--- config.mk ---
export PLATFORM = sky130hd
export DESIGN_NAME = mac_keyed_device_table
export DESIGN_NICKNAME = d
export VERILOG_FILES = /design/src/design/mtab_pkg.sv /design/src/design/mac_keyed_device_table.sv
export SDC_FILE = /design/constraint.sdc
export NUM_CORES = 1
export LEC_CHECK = 0
export BUFFER_PORTS_ARGS = -buffer_cell sky130_fd_sc_hd__buf_4
export CAP_MARGIN = 20
export CORE_MARGIN = 2
export CORE_UTILIZATION = 55
export DETAILED_ROUTE_END_ITERATION = 6
export HOLD_SLACK_MARGIN = 0.06
export PLACE_DENSITY_LB_ADDON = 0.05
export SYNTH_ARGS = -nofsm -noshare
export SYNTH_HDL_FRONTEND = slang
export SYNTH_SLANG_ARGS = --single-unit
--- constraint.sdc ---
create_clock -name clk -period 6.2 [get_ports clk]
set_clock_uncertainty 0.15 [all_clocks]
set_input_delay 0.31 -clock clk [delete_from_list [all_inputs] [get_ports clk]]
set_output_delay 0.31 -clock clk [all_outputs]
set_load 0.005 [all_outputs]
--- src/design/mtab_pkg.sv ---
`timescale 1ns / 1ps
// ----------------------------------------------------------------------------
// mtab_pkg
// Shared constants for the MAC keyed device table: request modes, status
// codes, field widths and the default table depth.
// ----------------------------------------------------------------------------
package mtab_pkg;

    localparam int MTAB_ENTRIES = 16;

    localparam int MODE_W  = 3;
    localparam int MAC_W   = 48;
    localparam int TAG_W   = 8;
    localparam int STAT_W  = 2;
    localparam int CNTO_W  = 5;
    localparam int REC_W   = MAC_W + TAG_W;
    localparam int S_TDATA_W = 64;
    localparam int M_TDATA_W = 64;

    // request modes
    localparam logic [MODE_W-1:0] MODE_INSERT   = 3'd0;
    localparam logic [MODE_W-1:0] MODE_FIND_MAC = 3'd1;
    localparam logic [MODE_W-1:0] MODE_FIND_TAG = 3'd2;
    localparam logic [MODE_W-1:0] MODE_DELETE   = 3'd3;
    localparam logic [MODE_W-1:0] MODE_COUNT    = 3'd4;
    localparam logic [MODE_W-1:0] MODE_CLEAR    = 3'd5;

    // result status
    localparam logic [STAT_W-1:0] ST_OK   = 2'd0;
    localparam logic [STAT_W-1:0] ST_MISS = 2'd1;
    localparam logic [STAT_W-1:0] ST_FULL = 2'd2;

endpackage

--- src/design/mac_keyed_device_table.sv ---
`timescale 1ns / 1ps
// ----------------------------------------------------------------------------
// mac_keyed_device_table
// Table of device records (48-bit MAC, 8-bit id) with insert/update, find by
// MAC, find by id (newest wins), delete, count and clear requests.
// ----------------------------------------------------------------------------
// One request is taken at a time. Records sit in a single-port-read memory,
// oldest at address 0, packed with no gaps; a record count replaces per-entry
// valid bits. Count, clear and unknown modes, and requests on an empty table,
// go straight to the result register. Insert, finds and delete otherwise scan
// the table newest-first through one registered memory read and one
// comparator, one record a cycle; a delete then closes the gap one record a
// cycle. The input is accepted again once the result has been moved to the
// output register, which holds it until the downstream side takes it.
// ----------------------------------------------------------------------------
module mac_keyed_device_table
    import mtab_pkg::*;
#(
    parameter int ENTRIES = MTAB_ENTRIES
)
(
    input  logic                 clk,
    input  logic                 rst_n,
    input  logic                 s_axis_tvalid,
    output logic                 s_axis_tready,
    // mode[2:0], mac_key[50:3], device_tag[58:51], zero fill
    input  logic [S_TDATA_W-1:0] s_axis_tdata,
    output logic                 m_axis_tvalid,
    input  logic                 m_axis_tready,
    // status[1:0], found_mac[49:2], found_tag[57:50], entry_count[62:58], zero
    output logic [M_TDATA_W-1:0] m_axis_tdata
);

    localparam int IW = (ENTRIES > 1) ? $clog2(ENTRIES) : 1;
    localparam int CW = $clog2(ENTRIES + 1);

    typedef enum logic [1:0] {
        IDLE,
        SCAN,
        SHIFT,
        RESP
    } state_t;

    state_t              state_reg;
    logic [MODE_W-1:0]   mode_reg;
    logic [MAC_W-1:0]    key_reg;
    logic [TAG_W-1:0]    tag_reg;
    logic [IW-1:0]       ptr_reg;
    logic [CW-1:0]       count_reg;
    logic [STAT_W-1:0]   res_status_reg;
    logic [MAC_W-1:0]    res_mac_reg;
    logic [TAG_W-1:0]    res_tag_reg;
    logic                m_tvalid_reg;
    logic [STAT_W-1:0]   out_status_reg;
    logic [MAC_W-1:0]    out_mac_reg;
    logic [TAG_W-1:0]    out_tag_reg;
    logic [CNTO_W-1:0]   out_count_reg;

    logic [REC_W-1:0]    mem [ENTRIES];
    logic [REC_W-1:0]    rd_data_reg;

    logic [MODE_W-1:0]   in_mode;
    logic [MAC_W-1:0]    in_mac;
    logic [TAG_W-1:0]    in_tag;
    logic                accept;
    logic [MAC_W-1:0]    rd_mac;
    logic [TAG_W-1:0]    rd_tag;
    logic                hit;
    logic [CW-1:0]       ptr_ext;
    logic                ptr_last;
    logic                shift_last;
    logic                full;
    logic [IW-1:0]       rd_addr;
    logic                wr_en;
    logic [IW-1:0]       wr_addr;
    logic [REC_W-1:0]    wr_data;
    logic [CW+CNTO_W-1:0] count_ext;
    logic                out_load;

    assign in_mode = s_axis_tdata[MODE_W-1:0];
    assign in_mac  = s_axis_tdata[MODE_W+MAC_W-1:MODE_W];
    assign in_tag  = s_axis_tdata[MODE_W+MAC_W+TAG_W-1:MODE_W+MAC_W];

    assign s_axis_tready = (state_reg == IDLE);
    assign accept        = s_axis_tvalid && s_axis_tready;

    assign rd_mac = rd_data_reg[REC_W-1:TAG_W];
    assign rd_tag = rd_data_reg[TAG_W-1:0];
    assign hit    = (mode_reg == MODE_FIND_TAG) ? (rd_tag == tag_reg) : (rd_mac == key_reg);

    assign ptr_ext    = CW'(ptr_reg);
    assign ptr_last   = ((ptr_ext + CW'(1)) == count_reg);
    assign shift_last = ((ptr_ext + CW'(2)) == count_reg);
    assign full       = (count_reg == CW'(ENTRIES));
    assign count_ext  = {{CNTO_W{1'b0}}, count_reg};

    // load the output register once it is free or being emptied
    assign out_load = (state_reg == RESP) && (!m_tvalid_reg || m_axis_tready);

    // memory addressing: the read runs one record ahead of the compare
    always_comb
    begin
        rd_addr = ptr_reg;
        wr_en   = 1'b0;
        wr_addr = ptr_reg;
        wr_data = rd_data_reg;
        unique case (state_reg)
            IDLE:
            begin
                rd_addr = IW'(count_reg - CW'(1));
                if (accept && (in_mode == MODE_INSERT) && (count_reg == '0))
                begin
                    wr_en   = 1'b1;
                    wr_addr = '0;
                    wr_data = {in_mac, in_tag};
                end
            end
            SCAN:
            begin
                if (hit)
                begin
                    rd_addr = IW'(ptr_ext + CW'(1));
                    if (mode_reg == MODE_INSERT)
                    begin
                        wr_en   = 1'b1;
                        wr_addr = ptr_reg;
                        wr_data = {key_reg, tag_reg};
                    end
                end
                else
                begin
                    rd_addr = IW'(ptr_ext - CW'(1));
                    if ((ptr_reg == '0) && (mode_reg == MODE_INSERT) && !full)
                    begin
                        wr_en   = 1'b1;
                        wr_addr = IW'(count_reg);
                        wr_data = {key_reg, tag_reg};
                    end
                end
            end
            SHIFT:
            begin
                // move the record above down into the gap
                rd_addr = IW'(ptr_ext + CW'(2));
                wr_en   = 1'b1;
                wr_addr = ptr_reg;
                wr_data = rd_data_reg;
            end
            RESP:
            begin
                rd_addr = ptr_reg;
            end
            default:
            begin
                rd_addr = ptr_reg;
            end
        endcase
    end

    always_ff @(posedge clk)
    begin
        if (wr_en)
        begin
            mem[wr_addr] <= wr_data;
        end
        rd_data_reg <= mem[rd_addr];
    end

    always_ff @(posedge clk or negedge rst_n)
    begin
        if (!rst_n)
        begin
            state_reg      <= IDLE;
            count_reg      <= '0;
            m_tvalid_reg   <= 1'b0;
            mode_reg       <= MODE_COUNT;
            key_reg        <= '0;
            tag_reg        <= '0;
            ptr_reg        <= '0;
            res_status_reg <= ST_OK;
            res_mac_reg    <= '0;
            res_tag_reg    <= '0;
            out_status_reg <= ST_OK;
            out_mac_reg    <= '0;
            out_tag_reg    <= '0;
            out_count_reg  <= '0;
        end
        else
        begin
            if (out_load)
            begin
                m_tvalid_reg <= 1'b1;
            end
            else if (m_axis_tready)
            begin
                m_tvalid_reg <= 1'b0;
            end
            unique case (state_reg)
                IDLE:
                begin
                    if (accept)
                    begin
                        mode_reg       <= in_mode;
                        key_reg        <= in_mac;
                        tag_reg        <= in_tag;
                        ptr_reg        <= IW'(count_reg - CW'(1));
                        res_mac_reg    <= '0;
                        res_tag_reg    <= '0;
                        res_status_reg <= ST_MISS;
                        state_reg      <= RESP;
                        unique case (in_mode)
                            MODE_INSERT:
                            begin
                                if (count_reg == '0)
                                begin
                                    count_reg      <= CW'(1);
                                    res_status_reg <= ST_OK;
                                    res_mac_reg    <= in_mac;
                                    res_tag_reg    <= in_tag;
                                end
                                else
                                begin
                                    state_reg <= SCAN;
                                end
                            end
                            MODE_FIND_MAC, MODE_FIND_TAG, MODE_DELETE:
                            begin
                                if (count_reg != '0)
                                begin
                                    state_reg <= SCAN;
                                end
                            end
                            MODE_COUNT:
                            begin
                                res_status_reg <= ST_OK;
                            end
                            MODE_CLEAR:
                            begin
                                count_reg      <= '0;
                                res_status_reg <= ST_OK;
                            end
                            default:
                            begin
                                res_status_reg <= ST_MISS;
                            end
                        endcase
                    end
                end
                SCAN:
                begin
                    if (hit)
                    begin
                        res_status_reg <= ST_OK;
                        res_mac_reg    <= rd_mac;
                        res_tag_reg    <= (mode_reg == MODE_INSERT) ? tag_reg : rd_tag;
                        state_reg      <= RESP;
                        if (mode_reg == MODE_DELETE)
                        begin
                            if (ptr_last)
                            begin
                                count_reg <= count_reg - CW'(1);
                            end
                            else
                            begin
                                state_reg <= SHIFT;
                            end
                        end
                    end
                    else if (ptr_reg == '0)
                    begin
                        state_reg <= RESP;
                        if (mode_reg == MODE_INSERT)
                        begin
                            if (full)
                            begin
                                res_status_reg <= ST_FULL;
                            end
                            else
                            begin
                                count_reg      <= count_reg + CW'(1);
                                res_status_reg <= ST_OK;
                                res_mac_reg    <= key_reg;
                                res_tag_reg    <= tag_reg;
                            end
                        end
                    end
                    else
                    begin
                        ptr_reg <= ptr_reg - IW'(1);
                    end
                end
                SHIFT:
                begin
                    if (shift_last)
                    begin
                        count_reg <= count_reg - CW'(1);
                        state_reg <= RESP;
                    end
                    else
                    begin
                        ptr_reg <= ptr_reg + IW'(1);
                    end
                end
                RESP:
                begin
                    // hold until the output register is free
                    if (out_load)
                    begin
                        out_status_reg <= res_status_reg;
                        out_mac_reg    <= res_mac_reg;
                        out_tag_reg    <= res_tag_reg;
                        out_count_reg  <= count_ext[CNTO_W-1:0];
                        state_reg      <= IDLE;
                    end
                end
                default:
                begin
                    state_reg <= IDLE;
                end
            endcase
        end
    end

    assign m_axis_tvalid = m_tvalid_reg;
    assign m_axis_tdata  = {{(M_TDATA_W - STAT_W - MAC_W - TAG_W - CNTO_W){1'b0}},
                            out_count_reg, out_tag_reg, out_mac_reg, out_status_reg};

    a_count_bound: assert property (@(posedge clk) disable iff (!rst_n)
        count_reg <= CW'(ENTRIES))
        else $error("record count above table depth");

    a_one_at_a_time: assert property (@(posedge clk) disable iff (!rst_n)
        accept |=> !s_axis_tready)
        else $error("second request taken while one is in progress");

    a_clear_empties: assert property (@(posedge clk) disable iff (!rst_n)
        accept && (in_mode == MODE_CLEAR) |=> (count_reg == '0))
        else $error("clear left records in the table");

    a_full_no_record: assert property (@(posedge clk) disable iff (!rst_n)
        m_tvalid_reg && (out_status_reg == ST_FULL) |->
            (out_mac_reg == '0) && (out_tag_reg == '0))
        else $error("full status carries a record");

endmodule
==> impl_metrics.py, run 1 <==
metrics = {
    "place": {
        "dpl_cell_area_um2": 49750,
        "place_hpwl_mm": 68.58,
        "dp_cells": 3940,
        "io_buffers": 127,
        "preCtsSetupSlack_ps": 1000,
        "place_congestion": 0.8178,
    },
    "global_routing": {
        "grt_max_degree": 113,
        "first_global_vias": 27037,
        "grt_pass1_wl_mm": 182.8,
        "overflow": 0,
        "grt_usage_pct": 28.94,
        "antenna_found_initial": 5,
    },
    "worst_hold_path": {
        "hp-class": "in -> async",
    },
    "synthesis": {
        "syn_avg_cell_area_um2": 16.93,
        "ys_warn_count": 0,
        "synth-edff-count": 896,
        "ys_async_sr_fraction_pct": 16.78,
        "ys_seq_area_share_pct": 69.92,
        "postSynthCellCount": 2774,
        "ys_ff_latch": 1144,
        "synthFlopType": "edfxtp_1",
        "syn-num-nets": 2856,
        "netlist-cell-type-count": 65,
        "synth_area_um2": 46960,
    },
    "layout": {
        "final_cell_area_um2": 54230,
        "nets": 3057,
        "layout-drive-gt1-share_pct": 25.05,
        "fin_util_pct": 63.89,
        "final-seq-area_um2": 32830,
        "multi_input_area_um2": 13390,
        "largest_reg_flops": 896,
        "final_cells": 4223,
        "area_delta_synth_final_pct": 15.48,
        "fillers": 6054,
    },
    "critical_path": {
        "crit_type": "reg -> reg",
        "cp_max_fo": 18,
        "cp.arrival_ps": 5470,
        "end_kind": "flop",
        "cp-start-kind": "flop",
        "required_ps": 6410,
    },
    "die": {
        "die_area_um2": 87730,
        "coreArea_um2": 84880,
        "io_pins": 134,
        "die_w_um": 296.2,
        "std_cell_rows": 107,
        "fp.dieH_um": 296.2,
        "start_util_pct": 55.32,
    },
    "timing": {
        "fin_crit_sh_pct": 84.94,
        "period_minus_slack_ps": 5266,
        "slew_viol_final": 0,
        "fin_ws_ps": 933.8,
        "fin_tns_setup_ps": 0,
        "setup_viol": 0,
        "hold_violations": 0,
        "rsz0062_at_grt": "no",
        "max_clock_freq_mhz": 189.9,
        "tightest_slew_ps": 1081,
        "slew_headroom_pct": 27.91,
    },
    "clocking": {
        "cts_root_buf": "clkbuf_16",
        "cts_sinks": 1144,
        "clk_latency_ps": 690,
        "clock_path_buffers": 3,
        "cts_setup_buffers": 0,
        "clk_pin_slew_worst_paths_ps": 70,
        "htree_levels": 3,
        "cts_tree": "built",
        "numCtsBuffers": 116,
    },
    "routing": {
        "drtIter0Drc": 2981,
        "route.vias.total": 27257,
        "avgRoutedWirePerCell_um": 29.60,
        "wirelength_mm": 125.0,
        "drt_pass1_iterations": 6,
        "remaining_drc_errors": 0,
        "avgViaCountPerCell": 6.454,
        "postRouteAntennaNets": 0,
    },
    "pwr": {
        "p_leak_nw": 18.84,
        "ir_drop_mv": 0.6270,
        "powerDensity_nw_per_um2": 610.2,
    },
    "job": {
        "max-cap-violations": 0,
    },
    "status": {
        "status": "complete, no violations",
    },
}
where the power goes:
part	internal, W	total (W)	switching, W
logic	0.00576	0.0141	0.00836
clock network	0.00407	0.00697	0.00291
registers	0.0111	0.0120	0.000940
critical path, cell delays in order, from the launching register on:
cell and delay [ps]:
dfrtp_1 420, xor2_1 220, nor4_1 900, nand4_1 320, or4_1 820, nand3_4 390
nor2_1 180, a22oi_1 240, nand3_1 380, nor2_4 620, buf_12 270
logic make-up (layout without fill, tap and decap cells):
group / count (synthesis) / in the layout / synth area share [%]
xor+xnor: 69 / 69 / 1.287
fa+ha+maj: 14 / 14 / 0.3730
mux: 461 / 461 / 16.18
simple gates: 576 / 576 / 5.841
other cells: 1 / 2 / 0.007986
buf+inv: 202 / 506 / 2.105
compound gates: 307 / 307 / 4.287
flops: 1144 / 1144 / 69.92
per-stage QoR:
stage / power (W) / hold WS [ps]
floorplan: 0.02169 / -135.6
finish: 0.03309 / 71.38
detailed placement: 0.02621 / 256.9
global placement: 0.02591 / 249.2
global route: 0.03471 / 133.2
CTS: 0.03322 / 121.3
worst paths after layout:
kind	startpoint	endpoint	slack, ps	cells past startpoint
max	key_reg[23]	mem[4][44]	930	10
max in group asynchronous	rst_n	res_mac_reg[36]	4340	3
min in group clk	s_axis_tvalid	key_reg[42]	180	3
min reg2reg	res_mac_reg[0]	res_mac_reg[0]	320	2
max reg2reg	key_reg[23]	mem[4][44]	930	10
min	rst_n	count_reg[0]	70	2
Yosys cell counts (16+ instances only):
cell type	count	area share [%]
a21oi_1	57	0.61
a221o_1	57	1.2
a22oi_1	19	0.30
buf_2	43	0.46
buf_6	19	0.46
clkbuf_1	105	0.84
dfrtp_1	191	10
dfxtp_1	56	2.4
edfxtp_1	896	57
inv_1	16	0.13
mux2_2	127	3.0
mux2i_1	101	2.2
mux4_2	225	11
nand2_1	152	1.2
nand3_1	236	2.5
nand4_1	61	0.81
nor2_1	84	0.67
o21ai_0	111	1.2
o21ai_1	25	0.27
xor2_1	54	1.0
final cells by class:
cell class	count	share of cell area, %
diodes	1	0.004615
repair buffers	268	4.882
well taps	1144	2.640
inverters	17	0.1177
clock buffers	165	6.135
clock inverters	56	0.9876
multi-input cells	1428	24.68
flip-flops and latches	1144	60.55
timing repair:
| action | in CTS | in global routing |
|---|---|---|
| endpoints found under the hold margin | 228 | 0 |
| hold buffers | 61 | 0 |
| gates resized for setup | 0 | 0 |
cells in the final DEF, fill, tap and decap left out, types with 4 or more instances in the layout:
master / instances
nor4_1: 10
mux2_1: 8
dlygate4sd3_1: 61
nor2_1: 66
dfrtp_1: 191
clkbuf_8: 13
mux2i_1: 100
mux4_2: 225
clkinv_2: 19
nand4_1: 61
nor3_1: 10
clkinv_1: 20
nand3_1: 235
clkbuf_16: 121
ha_1: 14
xnor2_1: 15
a21oi_1: 57
buf_12: 38
a221o_1: 57
buf_4: 168
mux2_2: 127
clkbuf_1: 30
inv_1: 16
a22oi_1: 18
o21ai_1: 24
dfxtp_1: 56
edfxtp_1: 896
nand2_1: 149
bufinv_16: 8
nor2_4: 18
o21ai_0: 110
nand2_4: 4
xor2_1: 54
nand2b_1: 7
routing by layer:
layer  vias to the layer above  track usage (%)  part of all wire (%)
met3                       194            4.159                   8.4
met1                     14277            43.32                    42
li1                      11431                -                     -
met2                      1347            45.02                    47
met4                         8            7.896                   2.4
met5                         -                0                 0.042
No activity file was read; power rests on OpenSTA's default activity.
==> inputs of run 2 (changes only) <==
==> constraint.sdc (replaced) <==
create_clock -name clk -period 5.3 [get_ports clk]
set_clock_uncertainty 0.15 [all_clocks]
set_input_delay 0.265 -clock clk [delete_from_list [all_inputs] [get_ports clk]]
set_output_delay 0.265 -clock clk [all_outputs]
set_load 0.005 [all_outputs]
==> impl_metrics.py, run 2 (same netlist as run 1, synthesis figures left out) <==
metrics = {
    "layout": {
        "final_common_cell": "edfxtp_1",
        "area_delta_synth_final_pct": 15.60,
        "final_cells": 4234,
        "nets": 3071,
        "final-seq-area_um2": 32830,
        "layout_common_cells": "edfxtp_1, nand3_1, mux4_2",
        "diodes": 0,
        "fillers": 6091,
        "multi_input_area_um2": 13390,
        "largest_reg_flops": 896,
        "final_cell_area_um2": 54290,
        "layout-drive-gt1-share_pct": 25.70,
    },
    "critical_path": {
        "cp_max_fo": 93,
        "end_kind": "flop",
        "cp-start-kind": "flop",
        "cp.arrival_ps": 5150,
        "required_ps": 5720,
        "crit_type": "reg -> reg",
    },
    "global_routing": {
        "overflow": 0,
        "antenna_found_initial": 5,
        "grt_max_degree": 121,
        "grt_pass1_wl_mm": 180.4,
        "grt_usage_pct": 28.48,
        "first_global_vias": 27268,
    },
    "pwr": {
        "p_total_w": 0.03861,
        "swShare_pct": 36.77,
        "p_leak_nw": 18.92,
        "power_frac_comb_pct": 42.8,
        "seq_power_share_pct": 36.1,
        "p_int_w": 0.02441,
        "pwr-share-clk_pct": 21.0,
        "power.switching_w": 0.01420,
        "ir_drop_mv": 1.356,
        "powerDensity_nw_per_um2": 711.3,
    },
    "timing": {
        "fin_tns_setup_ps": 0,
        "slew_headroom_pct": 29.29,
        "fin_ws_ps": 568.6,
        "rsz0062_at_grt": "no",
        "tightest_slew_ps": 1061,
        "slew_viol_final": 0,
        "fin_crit_sh_pct": 89.27,
        "max_clock_freq_mhz": 211.4,
        "period_minus_slack_ps": 4731,
        "hold_violations": 0,
        "setup_viol": 0,
    },
    "die": {
        "std_cell_rows": 107,
        "coreArea_um2": 84880,
        "die_area_um2": 87730,
        "fp.dieH_um": 296.2,
        "die_w_um": 296.2,
        "start_util_pct": 55.32,
        "io_pins": 134,
    },
    "clocking": {
        "clk_latency_ps": 700,
        "numCtsBuffers": 115,
        "cts_sinks": 1144,
        "htree_levels": 3,
        "cts_setup_buffers": 0,
        "cts_root_buf": "clkbuf_16",
        "clk_pin_slew_worst_paths_ps": 60,
        "clock_path_buffers": 3,
        "cts_tree": "built",
    },
    "place": {
        "io_buffers": 127,
        "place_hpwl_mm": 68.07,
        "preCtsSetupSlack_ps": 482.3,
        "place_congestion": 0.8448,
        "dpl_cell_area_um2": 49830,
        "dp_cells": 3954,
    },
    "routing": {
        "remaining_drc_errors": 0,
        "drtIter0Drc": 2931,
        "drt_pass1_iterations": 5,
        "wirelength_mm": 123.1,
        "avgRoutedWirePerCell_um": 29.07,
        "postRouteAntennaNets": 0,
        "avgViaCountPerCell": 6.395,
        "route.vias.total": 27076,
    },
    "job": {
        "max-cap-violations": 0,
    },
    "status": {
        "status": "complete, no violations",
    },
    "worst_hold_path": {
        "hp-class": "in -> async",
    },
}
## run 2: changes by cell type in the layout (fill, tap and decap cells not counted), moves of 2 or more
cell and change:
inv_4 +2, clkinv_2 +5, clkbuf_1 -3, clkbuf_8 +4, clkinv_1 -9, buf_4 +16
buf_12 -2
## run 2: worst paths after layout
path                                start               to  slack, ps  cells after the start
min in group clk            s_axis_tvalid       tag_reg[7]        120                      3
min reg2reg                res_mac_reg[2]   res_mac_reg[2]        330                      2
max reg2reg                   key_reg[21]  rd_data_reg[29]        570                     12
max in group asynchronous           rst_n  res_mac_reg[17]       3580                      3
max                           key_reg[21]  rd_data_reg[29]        570                     12
min                                 rst_n   out_tag_reg[2]         60                      2
## run 2: stage by stage
| stage | util, % | hold WS (ps) |
|---|---|---|
| floorplan | - | -180.6 |
| global placement | 58.68 | 224.3 |
| detailed placement | 58.71 | 231.2 |
| CTS | 63.96 | 77.83 |
| global route | 63.96 | 109.7 |
| finish | 63.96 | 61.64 |
## run 2: power by group through the flow
stage / Combinational [W] / Sequential [W] / Clock (W)
finish: 0.0165 / 0.0139 / 0.00812
global route: 0.0178 / 0.0141 / 0.00860
CTS: 0.0166 / 0.0139 / 0.00826
detailed placement: 0.0165 / 0.0141 / 0
global placement: 0.0162 / 0.0140 / 0
floorplan: 0.0115 / 0.0138 / 0
## run 2: routing by layer
metal	global-route usage, %	part of all wire [%]
met5	0	0.028
met2	44.26	47
met3	4.924	8.6
met4	7.366	1.9
met1	42.29	43
## run 2: final cells by class
class	instances	share of cell area [%]
flip-flops and latches	1144	60.48
repair buffers	283	5.043
multi-input cells	1428	24.66
clock inverters	53	0.9012
well taps	1144	2.637
inverters	17	0.1175
clock buffers	165	6.163
## run 2: worst max-delay path, cell delays in order, from the launching register on
cell and delay (ps):
dfrtp_1 430, xor2_1 210, nor4_1 520, buf_4 210
nand4_1 200, nor4_4 500, nand2_1 160, nand3_4 140
buf_12 550, buf_4 620, mux4_2 600, nand3_1 110
nand4_1 90
## run 2: repair_timing
| action | in CTS | in global routing |
|---|---|---|
| hold buffers | 62 | 0 |
| endpoints found under the hold margin | 210 | 0 |
| setup endpoints to repair | 0 | 0 |
| gates resized for setup | 0 | 0 |
